===== config.mk =====
export PLATFORM = sky130hd
export DESIGN_NAME = utf16_to_utf8_encoder
export DESIGN_NICKNAME = d
export VERILOG_FILES = /design/src/hdl/u16u8_pkg.sv /design/src/hdl/utf16_to_utf8_encoder.sv /design/src/hdl/u16u8_encode.sv /design/src/hdl/u16u8_serial.sv
export SDC_FILE = /design/constraint.sdc
export NUM_CORES = 1
export LEC_CHECK = 0
export BUFFER_PORTS_ARGS = -buffer_cell sky130_fd_sc_hd__buf_2
export CAP_MARGIN = 20
export CORE_ASPECT_RATIO = 1.75
export CORE_UTILIZATION = 40
export DETAILED_ROUTE_END_ITERATION = 8
export PLACE_DENSITY = 0.66
export SETUP_SLACK_MARGIN = 0.1
export SLEW_MARGIN = 40
export SYNTH_ARGS = -nofsm -noshare
export SYNTH_HDL_FRONTEND = slang
export SYNTH_HIERARCHICAL = 1
export SYNTH_SLANG_ARGS = --single-unit

===== constraint.sdc =====
create_clock -name clk -period 9.9 [get_ports clk]
set_input_delay 0.99 -clock clk [delete_from_list [all_inputs] [get_ports clk]]
set_output_delay 0.99 -clock clk [all_outputs]
set_load 0.01 [all_outputs]

===== src/hdl/u16u8_pkg.sv =====
// shared types, constants and byte-sequence helpers for the utf-16 to utf-8 encoder
`timescale 1ns / 1ps
`default_nettype none

package u16u8_pkg;

  localparam int RUN_MAX = 7;
  localparam int IDX_W   = 3;
  localparam int SEG_MAX = 4;

  localparam logic [15:0] HIGH_FIRST = 16'hD800;
  localparam logic [15:0] HIGH_LAST  = 16'hDBFF;
  localparam logic [15:0] LOW_FIRST  = 16'hDC00;
  localparam logic [15:0] LOW_LAST   = 16'hDFFF;
  localparam logic [20:0] SUPP_BASE  = 21'h10000;
  localparam logic [20:0] TWO_BYTE   = 21'h80;
  localparam logic [20:0] THREE_BYTE = 21'h800;

  // bytes of one code point, first byte in b[0]
  typedef struct packed {
    logic [SEG_MAX-1:0][7:0] b;
    logic [2:0]              len;
  } seg_t;

  // all bytes caused by one input word, first byte in bytes[0]
  typedef struct packed {
    logic [RUN_MAX-1:0][7:0] bytes;
    logic [IDX_W-1:0]        cnt;
    logic                    term;
  } run_t;

  function automatic seg_t enc_cp(input logic [20:0] cp);
    seg_t s;
    s = '0;
    if (cp < TWO_BYTE) begin
      s.b[0] = {1'b0, cp[6:0]};
      s.len  = 3'd1;
    end else if (cp < THREE_BYTE) begin
      s.b[0] = {3'b110, cp[10:6]};
      s.b[1] = {2'b10, cp[5:0]};
      s.len  = 3'd2;
    end else if (cp < SUPP_BASE) begin
      s.b[0] = {4'b1110, cp[15:12]};
      s.b[1] = {2'b10, cp[11:6]};
      s.b[2] = {2'b10, cp[5:0]};
      s.len  = 3'd3;
    end else begin
      s.b[0] = {5'b11110, cp[20:18]};
      s.b[1] = {2'b10, cp[17:12]};
      s.b[2] = {2'b10, cp[11:6]};
      s.b[3] = {2'b10, cp[5:0]};
      s.len  = 3'd4;
    end
    return s;
  endfunction

  function automatic run_t append(input run_t r, input seg_t s);
    run_t       o;
    logic [3:0] pos;
    o = r;
    for (int i = 0; i < SEG_MAX; i++) begin
      pos = {1'b0, r.cnt} + 4'(i);
      if (4'(i) < {1'b0, s.len} && pos < 4'(RUN_MAX)) begin
        o.bytes[pos[IDX_W-1:0]] = s.b[i];
      end
    end
    o.cnt = r.cnt + s.len;
    return o;
  endfunction

endpackage

`default_nettype wire


===== src/hdl/utf16_to_utf8_encoder.sv =====
// utf-16 to utf-8 (wtf-8 style) encoder, top level
// a word's bytes pass from the pending run register to the output run register, then out
// throughput: one output byte per cycle while m_tready is high; a word causes 1 to 7 bytes
//   (up to 3 for plain bmp text), sent on the single output byte port
// a word that causes no byte queues no run and only updates surrogate and stop state
// rst (synchronous, active high) drops any pending bytes and clears the held surrogate
`timescale 1ns / 1ps
`default_nettype none

module utf16_to_utf8_encoder (
  input  wire logic        clk,
  input  wire logic        rst,
  input  wire logic        s_tvalid,
  output logic             s_tready,
  input  wire logic [15:0] s_tdata,   // code_unit
  input  wire logic        s_tuser,   // unit_present
  input  wire logic        s_tlast,   // end_of_string
  output logic             m_tvalid,
  input  wire logic        m_tready,
  output logic [7:0]       m_tdata,   // out_byte
  output logic             m_tlast,   // run_last
  output logic             m_tuser    // terminator
);

  logic            pend_valid;
  u16u8_pkg::run_t pend;
  logic            take;

  u16u8_encode u_encode (
    .clk        (clk),
    .rst        (rst),
    .s_tvalid   (s_tvalid),
    .s_tready   (s_tready),
    .s_tdata    (s_tdata),
    .s_tuser    (s_tuser),
    .s_tlast    (s_tlast),
    .pend_valid (pend_valid),
    .pend       (pend),
    .take       (take)
  );

  u16u8_serial u_serial (
    .clk        (clk),
    .rst        (rst),
    .pend_valid (pend_valid),
    .pend       (pend),
    .take       (take),
    .m_tvalid   (m_tvalid),
    .m_tready   (m_tready),
    .m_tdata    (m_tdata),
    .m_tlast    (m_tlast),
    .m_tuser    (m_tuser)
  );

endmodule

`default_nettype wire


===== src/hdl/u16u8_encode.sv =====
// surrogate tracking and per-word byte assembly into a pending run register
`timescale 1ns / 1ps
`default_nettype none

module u16u8_encode (
  input  wire logic             clk,
  input  wire logic             rst,
  input  wire logic             s_tvalid,
  output logic                  s_tready,
  input  wire logic [15:0]      s_tdata,   // code_unit
  input  wire logic             s_tuser,   // unit_present
  input  wire logic             s_tlast,   // end_of_string
  output logic                  pend_valid,
  output u16u8_pkg::run_t       pend,
  input  wire logic             take
);

  logic            held_valid;
  logic [9:0]      held_bits;
  logic            stopped;
  logic            held_mid;
  logic [9:0]      bits_mid;
  logic            stopped_mid;
  logic            active;
  logic            is_low;
  logic            is_high;
  logic            paired;
  logic            accept;
  u16u8_pkg::run_t run_next;
  u16u8_pkg::seg_t term_seg;

  assign is_low  = s_tdata >= u16u8_pkg::LOW_FIRST && s_tdata <= u16u8_pkg::LOW_LAST;
  assign is_high = s_tdata >= u16u8_pkg::HIGH_FIRST && s_tdata <= u16u8_pkg::HIGH_LAST;
  assign active  = s_tuser && !stopped;
  assign s_tready = !rst && (!pend_valid || take);
  assign accept   = s_tvalid && s_tready;

  always_comb begin
    term_seg     = '0;
    term_seg.len = 3'd1;
    run_next     = '0;
    held_mid     = held_valid;
    bits_mid     = held_bits;
    stopped_mid  = stopped;
    paired       = 1'b0;
    // resolve a waiting high surrogate against this word
    if (active && held_valid) begin
      if (is_low) begin
        run_next = u16u8_pkg::append(run_next, u16u8_pkg::enc_cp(
          u16u8_pkg::SUPP_BASE + {1'b0, held_bits, s_tdata[9:0]}));
        paired = 1'b1;
      end else begin
        run_next = u16u8_pkg::append(run_next, u16u8_pkg::enc_cp(
          {5'd0, u16u8_pkg::HIGH_FIRST[15:10], held_bits}));
      end
      held_mid = 1'b0;
      bits_mid = '0;
    end
    if (active && !paired) begin
      if (s_tdata == 16'd0) begin
        stopped_mid = 1'b1;
      end else if (is_high) begin
        held_mid = 1'b1;
        bits_mid = s_tdata[9:0];
      end else begin
        run_next = u16u8_pkg::append(run_next, u16u8_pkg::enc_cp({5'd0, s_tdata}));
      end
    end
    // end of string: flush and close with a zero byte
    if (s_tlast) begin
      if (held_mid) begin
        run_next = u16u8_pkg::append(run_next, u16u8_pkg::enc_cp(
          {5'd0, u16u8_pkg::HIGH_FIRST[15:10], bits_mid}));
      end
      run_next      = u16u8_pkg::append(run_next, term_seg);
      run_next.term = 1'b1;
      held_mid      = 1'b0;
      bits_mid      = '0;
      stopped_mid   = 1'b0;
    end
  end

  always_ff @(posedge clk) begin
    if (rst) begin
      held_valid <= 1'b0;
      held_bits  <= '0;
      stopped    <= 1'b0;
      pend_valid <= 1'b0;
    end else begin
      if (accept) begin
        held_valid <= held_mid;
        held_bits  <= bits_mid;
        stopped    <= stopped_mid;
      end
      if (take) begin
        pend_valid <= 1'b0;
      end
      if (accept && run_next.cnt != '0) begin
        pend_valid <= 1'b1;
      end
    end
  end

  always_ff @(posedge clk) begin
    if (accept && run_next.cnt != '0) begin
      pend <= run_next;
    end
  end

`ifndef SYNTH
  a_pend_nonempty : assert property (@(posedge clk) disable iff (rst)
    pend_valid |-> pend.cnt != '0)
    else $error("pending run with no bytes");
  a_held_not_stopped : assert property (@(posedge clk) disable iff (rst)
    held_valid |-> !stopped)
    else $error("surrogate held while output is stopped");
  a_end_clears : assert property (@(posedge clk) disable iff (rst)
    (accept && s_tlast) |=> (!held_valid && !stopped && pend_valid && pend.term))
    else $error("string end did not clear state or queue terminator");
`endif

endmodule

`default_nettype wire


===== src/hdl/u16u8_serial.sv =====
// output run buffer sending one byte per handshake
`timescale 1ns / 1ps
`default_nettype none

module u16u8_serial (
  input  wire logic             clk,
  input  wire logic             rst,
  input  wire logic             pend_valid,
  input  wire u16u8_pkg::run_t  pend,
  output logic                  take,
  output logic                  m_tvalid,
  input  wire logic             m_tready,
  output logic [7:0]            m_tdata,   // out_byte
  output logic                  m_tlast,   // run_last
  output logic                  m_tuser    // terminator
);

  u16u8_pkg::run_t                 run;
  logic                            run_valid;
  logic [u16u8_pkg::IDX_W-1:0]     idx;
  logic                            last_byte;

  assign last_byte = idx == run.cnt - 3'd1;
  assign take      = pend_valid && (!run_valid || (m_tready && last_byte));
  assign m_tvalid  = run_valid;
  assign m_tdata   = run.bytes[idx];
  assign m_tlast   = last_byte;
  assign m_tuser   = last_byte && run.term;

  always_ff @(posedge clk) begin
    if (rst) begin
      run_valid <= 1'b0;
      idx       <= '0;
    end else if (take) begin
      run_valid <= 1'b1;
      idx       <= '0;
    end else if (run_valid && m_tready) begin
      if (last_byte) begin
        run_valid <= 1'b0;
      end else begin
        idx <= idx + 3'd1;
      end
    end
  end

  always_ff @(posedge clk) begin
    if (take) begin
      run <= pend;
    end
  end

`ifndef SYNTH
  a_idx_in_run : assert property (@(posedge clk) disable iff (rst)
    run_valid |-> idx < run.cnt)
    else $error("byte index past end of run");
  a_hold_on_stall : assert property (@(posedge clk) disable iff (rst)
    (run_valid && !m_tready) |=> (run_valid && $stable(idx)))
    else $error("run advanced while output stalled");
`endif

endmodule

`default_nettype wire


== Word level (Yosys, flattened, before mapping) ==
Index checks and enable logic that the tools add are counted.

* Output and inout bits: 12
* Input bits: 22
* Word-level logic and storage cells: 250
* Flip-flop bits (word level): 137

* Mux-type cells: 110
* Order comparisons: 53
* Add/sub/neg operators: 12
* Equality and inequality tests: 1
* Reduce and logical (&&, ||, !) cells: 47
* Bitwise operators: 3

{| class="wikitable"
|+ Operator list
! kind !! number
|-
| 2-to-1 mux 56 bit || 24
|-
| bitwise mux 56 bit || 8
|-
| 2-to-1 mux 60 bit || 6
|-
| demux 8 bit (select 3 bit) || 9
|-
| 2-to-1 mux 8 bit || 20
|-
| 2-to-1 mux 35 bit || 4
|-
| 2-to-1 mux 24 bit || 4
|-
| 2-to-1 mux 11 bit || 7
|-
| 2-to-1 mux 36 bit || 2
|-
| bitwise AND 56 bit || 1
|-
| inverter 56 bit || 1
|-
| 2-to-1 mux 10 bit || 5
|-
| less-than comparator 3 x 4 -> 1 bit, second input constant || 10
|-
| >= comparator 16 bit, second input constant || 2
|-
| <= comparator 16 bit, second input constant || 2
|-
| 2-to-1 mux 16 bit || 2
|-
| logical AND 1 bit || 29
|-
| >= comparator 3 x 1 -> 1 bit, second input constant || 9
|-
| 2-to-1 mux 25 bit || 1
|-
| binary-select mux 8 bit (select 3 bit) || 1
|-
| less-than comparator 1 x 3 -> 1 bit, first input constant || 8
|-
| less-than comparator 2 x 3 -> 1 bit, first input constant || 8
|-
| less-than comparator 4 x 3 -> 1 bit, second input constant || 6
|-
| adder 17 x 20 -> 21 bit, first input constant || 1
|-
| 24 further kinds || 56
|}

== Logic depth before layout (Yosys ltp) ==
* Word-level depth: 66
* Depth in mapped cells: 19
* Depth with buffers taken out: 18

== By module ==
The synthesis kept the hierarchy.

{| class="wikitable"
|+ By module, submodules not included
! module !! area each (um2) !! sequential area each (um2) !! cells an instance !! instances
|-
| u16u8_encode || 6447.4 || 2062.0 || 808 || 1
|-
| u16u8_serial || 2539.9 || 1881.8 || 150 || 1
|}

== Least setup slack after synthesis ==
OpenSTA, ideal clock, no wires.

* Path kind: in2reg
* From: in s_tdata[9]
* To: reg, netlist name u_encode/pend[0]
* Stages on the path: 15
* Setup time: 0.478 ns
* Setup slack: 2.620 ns
* Required time: 9.422 ns
* Path buffers: 1
* Arrival time: 6.802 ns
* Cells stage by stage: buf_2 or4_1 nor3_1 a2bb2oi_2 inv_1 fa_1 o2111ai_1 o21ai_1 ha_1 a21oi_1 ha_1 nor3_1 nor3b_1 nor3_1 nor2_1

{| class="wikitable"
|+ RTL lines
! item !! line !! text
|-
| from (decl) || utf16_to_utf8_encoder.sv:15 || <nowiki>input wire logic [15:0] s_tdata,</nowiki>
|}

==> summary.txt <==
Run status
  • Status: finished, final reports clean

Placement
  • Port Buf Inserts: 33
  • Placed cells: 1,242
  • DP HPWL: 27.4 mm
  • Routability cong.: 1.02

Logic synthesis
  • Top_reg_cell synth: edfxtp_1
  • Yosys warns: 6
  • Synth cell count leaders: edfxtp_1 (120), nand2_1 (97), nor2_1 (92), a21oi_1 (91), nand3_1 (47)
  • Synth Area in Compound Gates: 25.4%
  • Synth Cell Area: 8990 um^2
  • Adder-cell share of the synthesized area: 3.15%
  • Number of synthesized flops with an enable pin: 120
  • Post-synthesis sequential area ratio: 43.9%
  • Post-synth top area share: 40.1%
  • Synth Instances: 958
  • Synth Area in XOR/XNOR: 1.03%
  • FF+latch count, synth: 137
  • Post-synth ARST share: 0%
  • Post-synthesis mux area share: 3.80%
  • Mapped Avg Cell Area: 9.38 um^2
  • Area contributors post-synth: edfxtp_1 (40%), a21oi_1 (5.1%), nand2_1 (4.1%), nor2_1 (3.8%), dfxtp_1 (3.8%)
  • Main combinational cell family by area after synthesis: compound AO/OA/AOI/OAI gates
  • Most common cell in the netlist: edfxtp_1
  • Syn Nets: 1,002
  • Area leader, netlist: edfxtp_1
  • Post-synthesis simple-gate area fraction: 18.7%
  • Yosys cell types: 83

Critical path
  • CP max FO: 16
  • Crit path arrival time: 6.11 ns
  • Type of origin of the critical path: primary input
  • Required time worst endpoint: 10.04 ns
  • R2R depth: 16
  • CP Class: primary input to register
  • Reg2reg end: u_encode/pend[47]$_DFFE_PP_
  • Worst Setup SP: s_tdata[12]
  • CP max stage cell: o311ai_0
  • CP peak stage delay: 0.77 ns
  • Cells along the critical path: buf_2 -> nor4_4 -> nand2_1 -> nor2_2 -> inv_2 -> fa_1 -> o2111ai_1 -> o21ai_1 -> ha_1 -> nor2b_1 -> and2_0 -> o311ai_0 -> o21a_1 -> nor3_1
  • Worst Setup End Kind: register
  • R2r setup slk: 3.98 ns
  • FF-to-FF Start: u_encode/held_bits[6]$_SDFFE_PP0P_

Drt
  • DR pass1 iterations: 6
  • Antenna-violating nets left: 0
  • Drt total wl: 36.0 mm
  • Residual DRC: 0
  • Drt initial violations: 859
  • WL/cell: 28.2 um
  • Via-per-instance ratio: 6.71
  • Via count: 8,548

Min path
  • Worst Hold Depth: 0
  • Hold Path Origin: u_encode/pend[52]$_DFFE_PP_
  • Hold Path Sink: u_serial/run[52]$_DFFE_PP_
  • Hold WC Path Type: register to register

Die
  • Starting Density: 40.7%
  • Die extent in y: 200 um
  • # IOs: 34
  • Die W: 115 um
  • Core ar.: 22,100 um^2
  • Site Rows: 72
  • Die area: 23,100 um^2

GRT
  • First-pass GRT wire length: 53.4 mm
  • Total GRT Usage: 32.1%
  • Initial antenna violation count: 0
  • Vias in the first global route: 8,304
  • Grt ovf: 0
  • Largest net degree at the start of global routing: 63

Clocking
  • Resized cells post-CTS: 0
  • Clock Path Buffers: 2
  • Reg clk slew, reported paths: 0.06 ns
  • CTS Buf Count: 17
  • Clock sinks: 137
  • CTS tree: done
  • # hold bufs at CTS: 0
  • H-tree depth: 4
  • Postcts setup bufs: 0
  • Root buf cell: clkbuf_16
  • Clk_lat worst skew: 0.42 ns

Power and ir drop
  • Power Dens Cells: 152 nW/um^2
  • P_leak: 3.45 nW
  • Final total power: 1.53 mW
  • Peak supply drop: 0.0920 mV

Cells and area
  • Area growth syn-to-layout: 12.1%
  • Antenna fix cells: 0
  • Final-stage net count: 1,009
  • Post-Layout Cell Count: 1,273
  • Fraction of layout cells with a size suffix above 1: 13.1%

STA
  • Final hold violations: 0
  • Tmin final: 5.97 ns
  • Final setup vio count: 0
  • Final slew viol count: 0
  • RSZ-0062 raised after global routing: no
  • Setup tns final: 0 ns
  • Worst Skew: 0.0123 ns
  • Tcrit/Tclk final: 60.3%
  • Worst rel slew slack: 42.9%
  • Slew @ Worst Pin: 0.856 ns
  • Fmax achieved: 168 MHz

Job
  • Max Cap Viol: 0
-- cell type report --
cell class              count  area (um^2)
flip-flops and latches    137         3950
repair buffers             49          283
well taps                 296          370
fillers                  2143        12000
inverters                  26         97.6
clock inverters            14          194
clock buffers              17          425
multi-input cells         734         4760
-- layout by cell type, fill, tap and decap left out, types with 17 or more instances in the layout --
cell | netlist | routed
nor2_1 | 92 | 91
ha_1 | 21 | 21
o21ai_0 | 40 | 40
nand2_1 | 97 | 97
a21oi_1 | 91 | 86
nor3_1 | 26 | 25
inv_1 | 23 | 23
nand3_1 | 47 | 47
o221ai_1 | 18 | 18
o211ai_1 | 18 | 18
a22oi_1 | 28 | 28
o22ai_1 | 30 | 28
buf_2 | 18 | 34
edfxtp_1 | 120 | 120
clkbuf_16 | 0 | 17
-- metal layers --
metal  global-route usage, %  vias to the layer above  part of all wire (%)
met5                       0                        -                     0
met3                    5.57                      200                   6.7
li1                        -                     3750                     -
met2                    55.8                      524                    51
met4                    25.4                        0                   9.3
met1                    33.3                     4074                    33
-- report_power, final --
part,internal (mW),leakage (nW),switching [mW]
clock,0.422,0.302,0.247
sequential,0.674,1.24,0.0109
combinational,0.0498,1.92,0.124
-- critical path: cells and delay by family --
kind	cells	cell delay, ns
AOI/OAI and AO/OA	4	1.51
and+or+nand+nor	6	2.03
adders and majority gates	2	1.22
buffers and inverters	2	0.34
-- how the worst max path moves through the flow --
| stage | slack, ns | cells past startpoint | endpoint |
|---|---|---|---|
| CTS | 4.10 | 16 | u_encode/pend[22]$_DFFE_PP_ |
| global placement | 3.77 | 17 | u_encode/pend[35]$_DFFE_PP_ |
| floorplan | 2.62 | 15 | u_encode/pend[0]$_SDFFCE_PP1P_ |
| global route | 3.66 | 14 | u_encode/pend[47]$_DFFE_PP_ |
| detailed placement | 3.67 | 16 | u_encode/pend[11]$_DFFE_PP_ |
| finish | 3.93 | 14 | u_encode/pend[47]$_DFFE_PP_ |
-- state kept, by name, summed over array words and instances, names as in the netlist --
name                 flops
u_encode/held_bits      10
u_encode/pend           60
u_encode/stopped         1
u_serial/m_tvalid        1
u_encode/pend_valid      1
u_serial/run            60
u_serial/idx             3
u_encode/held_valid      1
-- per-stage QoR --
stage | instance area (um^2) | hold WS, ns | worst slack [ns] | utilization (%)
6_report | 10100 | 0.412 | 3.93 | 45.6
5_1_grt | 10100 | 0.415 | 3.66 | 45.6
4_1_cts | 10100 | 0.412 | 4.10 | 45.6
3_5_place_dp | 9440 | 0.405 | 3.67 | 42.7
3_3_place_gp | 9380 | 0.401 | 3.77 | 42.5
2_1_floorplan | 8990 | 0.400 | 2.62 | -
-- logic make-up after synthesis --
kind of cell | Yosys count
compound gates | 333
xor+xnor | 9
mux | 24
fa+ha+maj | 22
buf+inv | 87
simple gates | 346
flops | 137
Power figures use the tool's default switching activity.
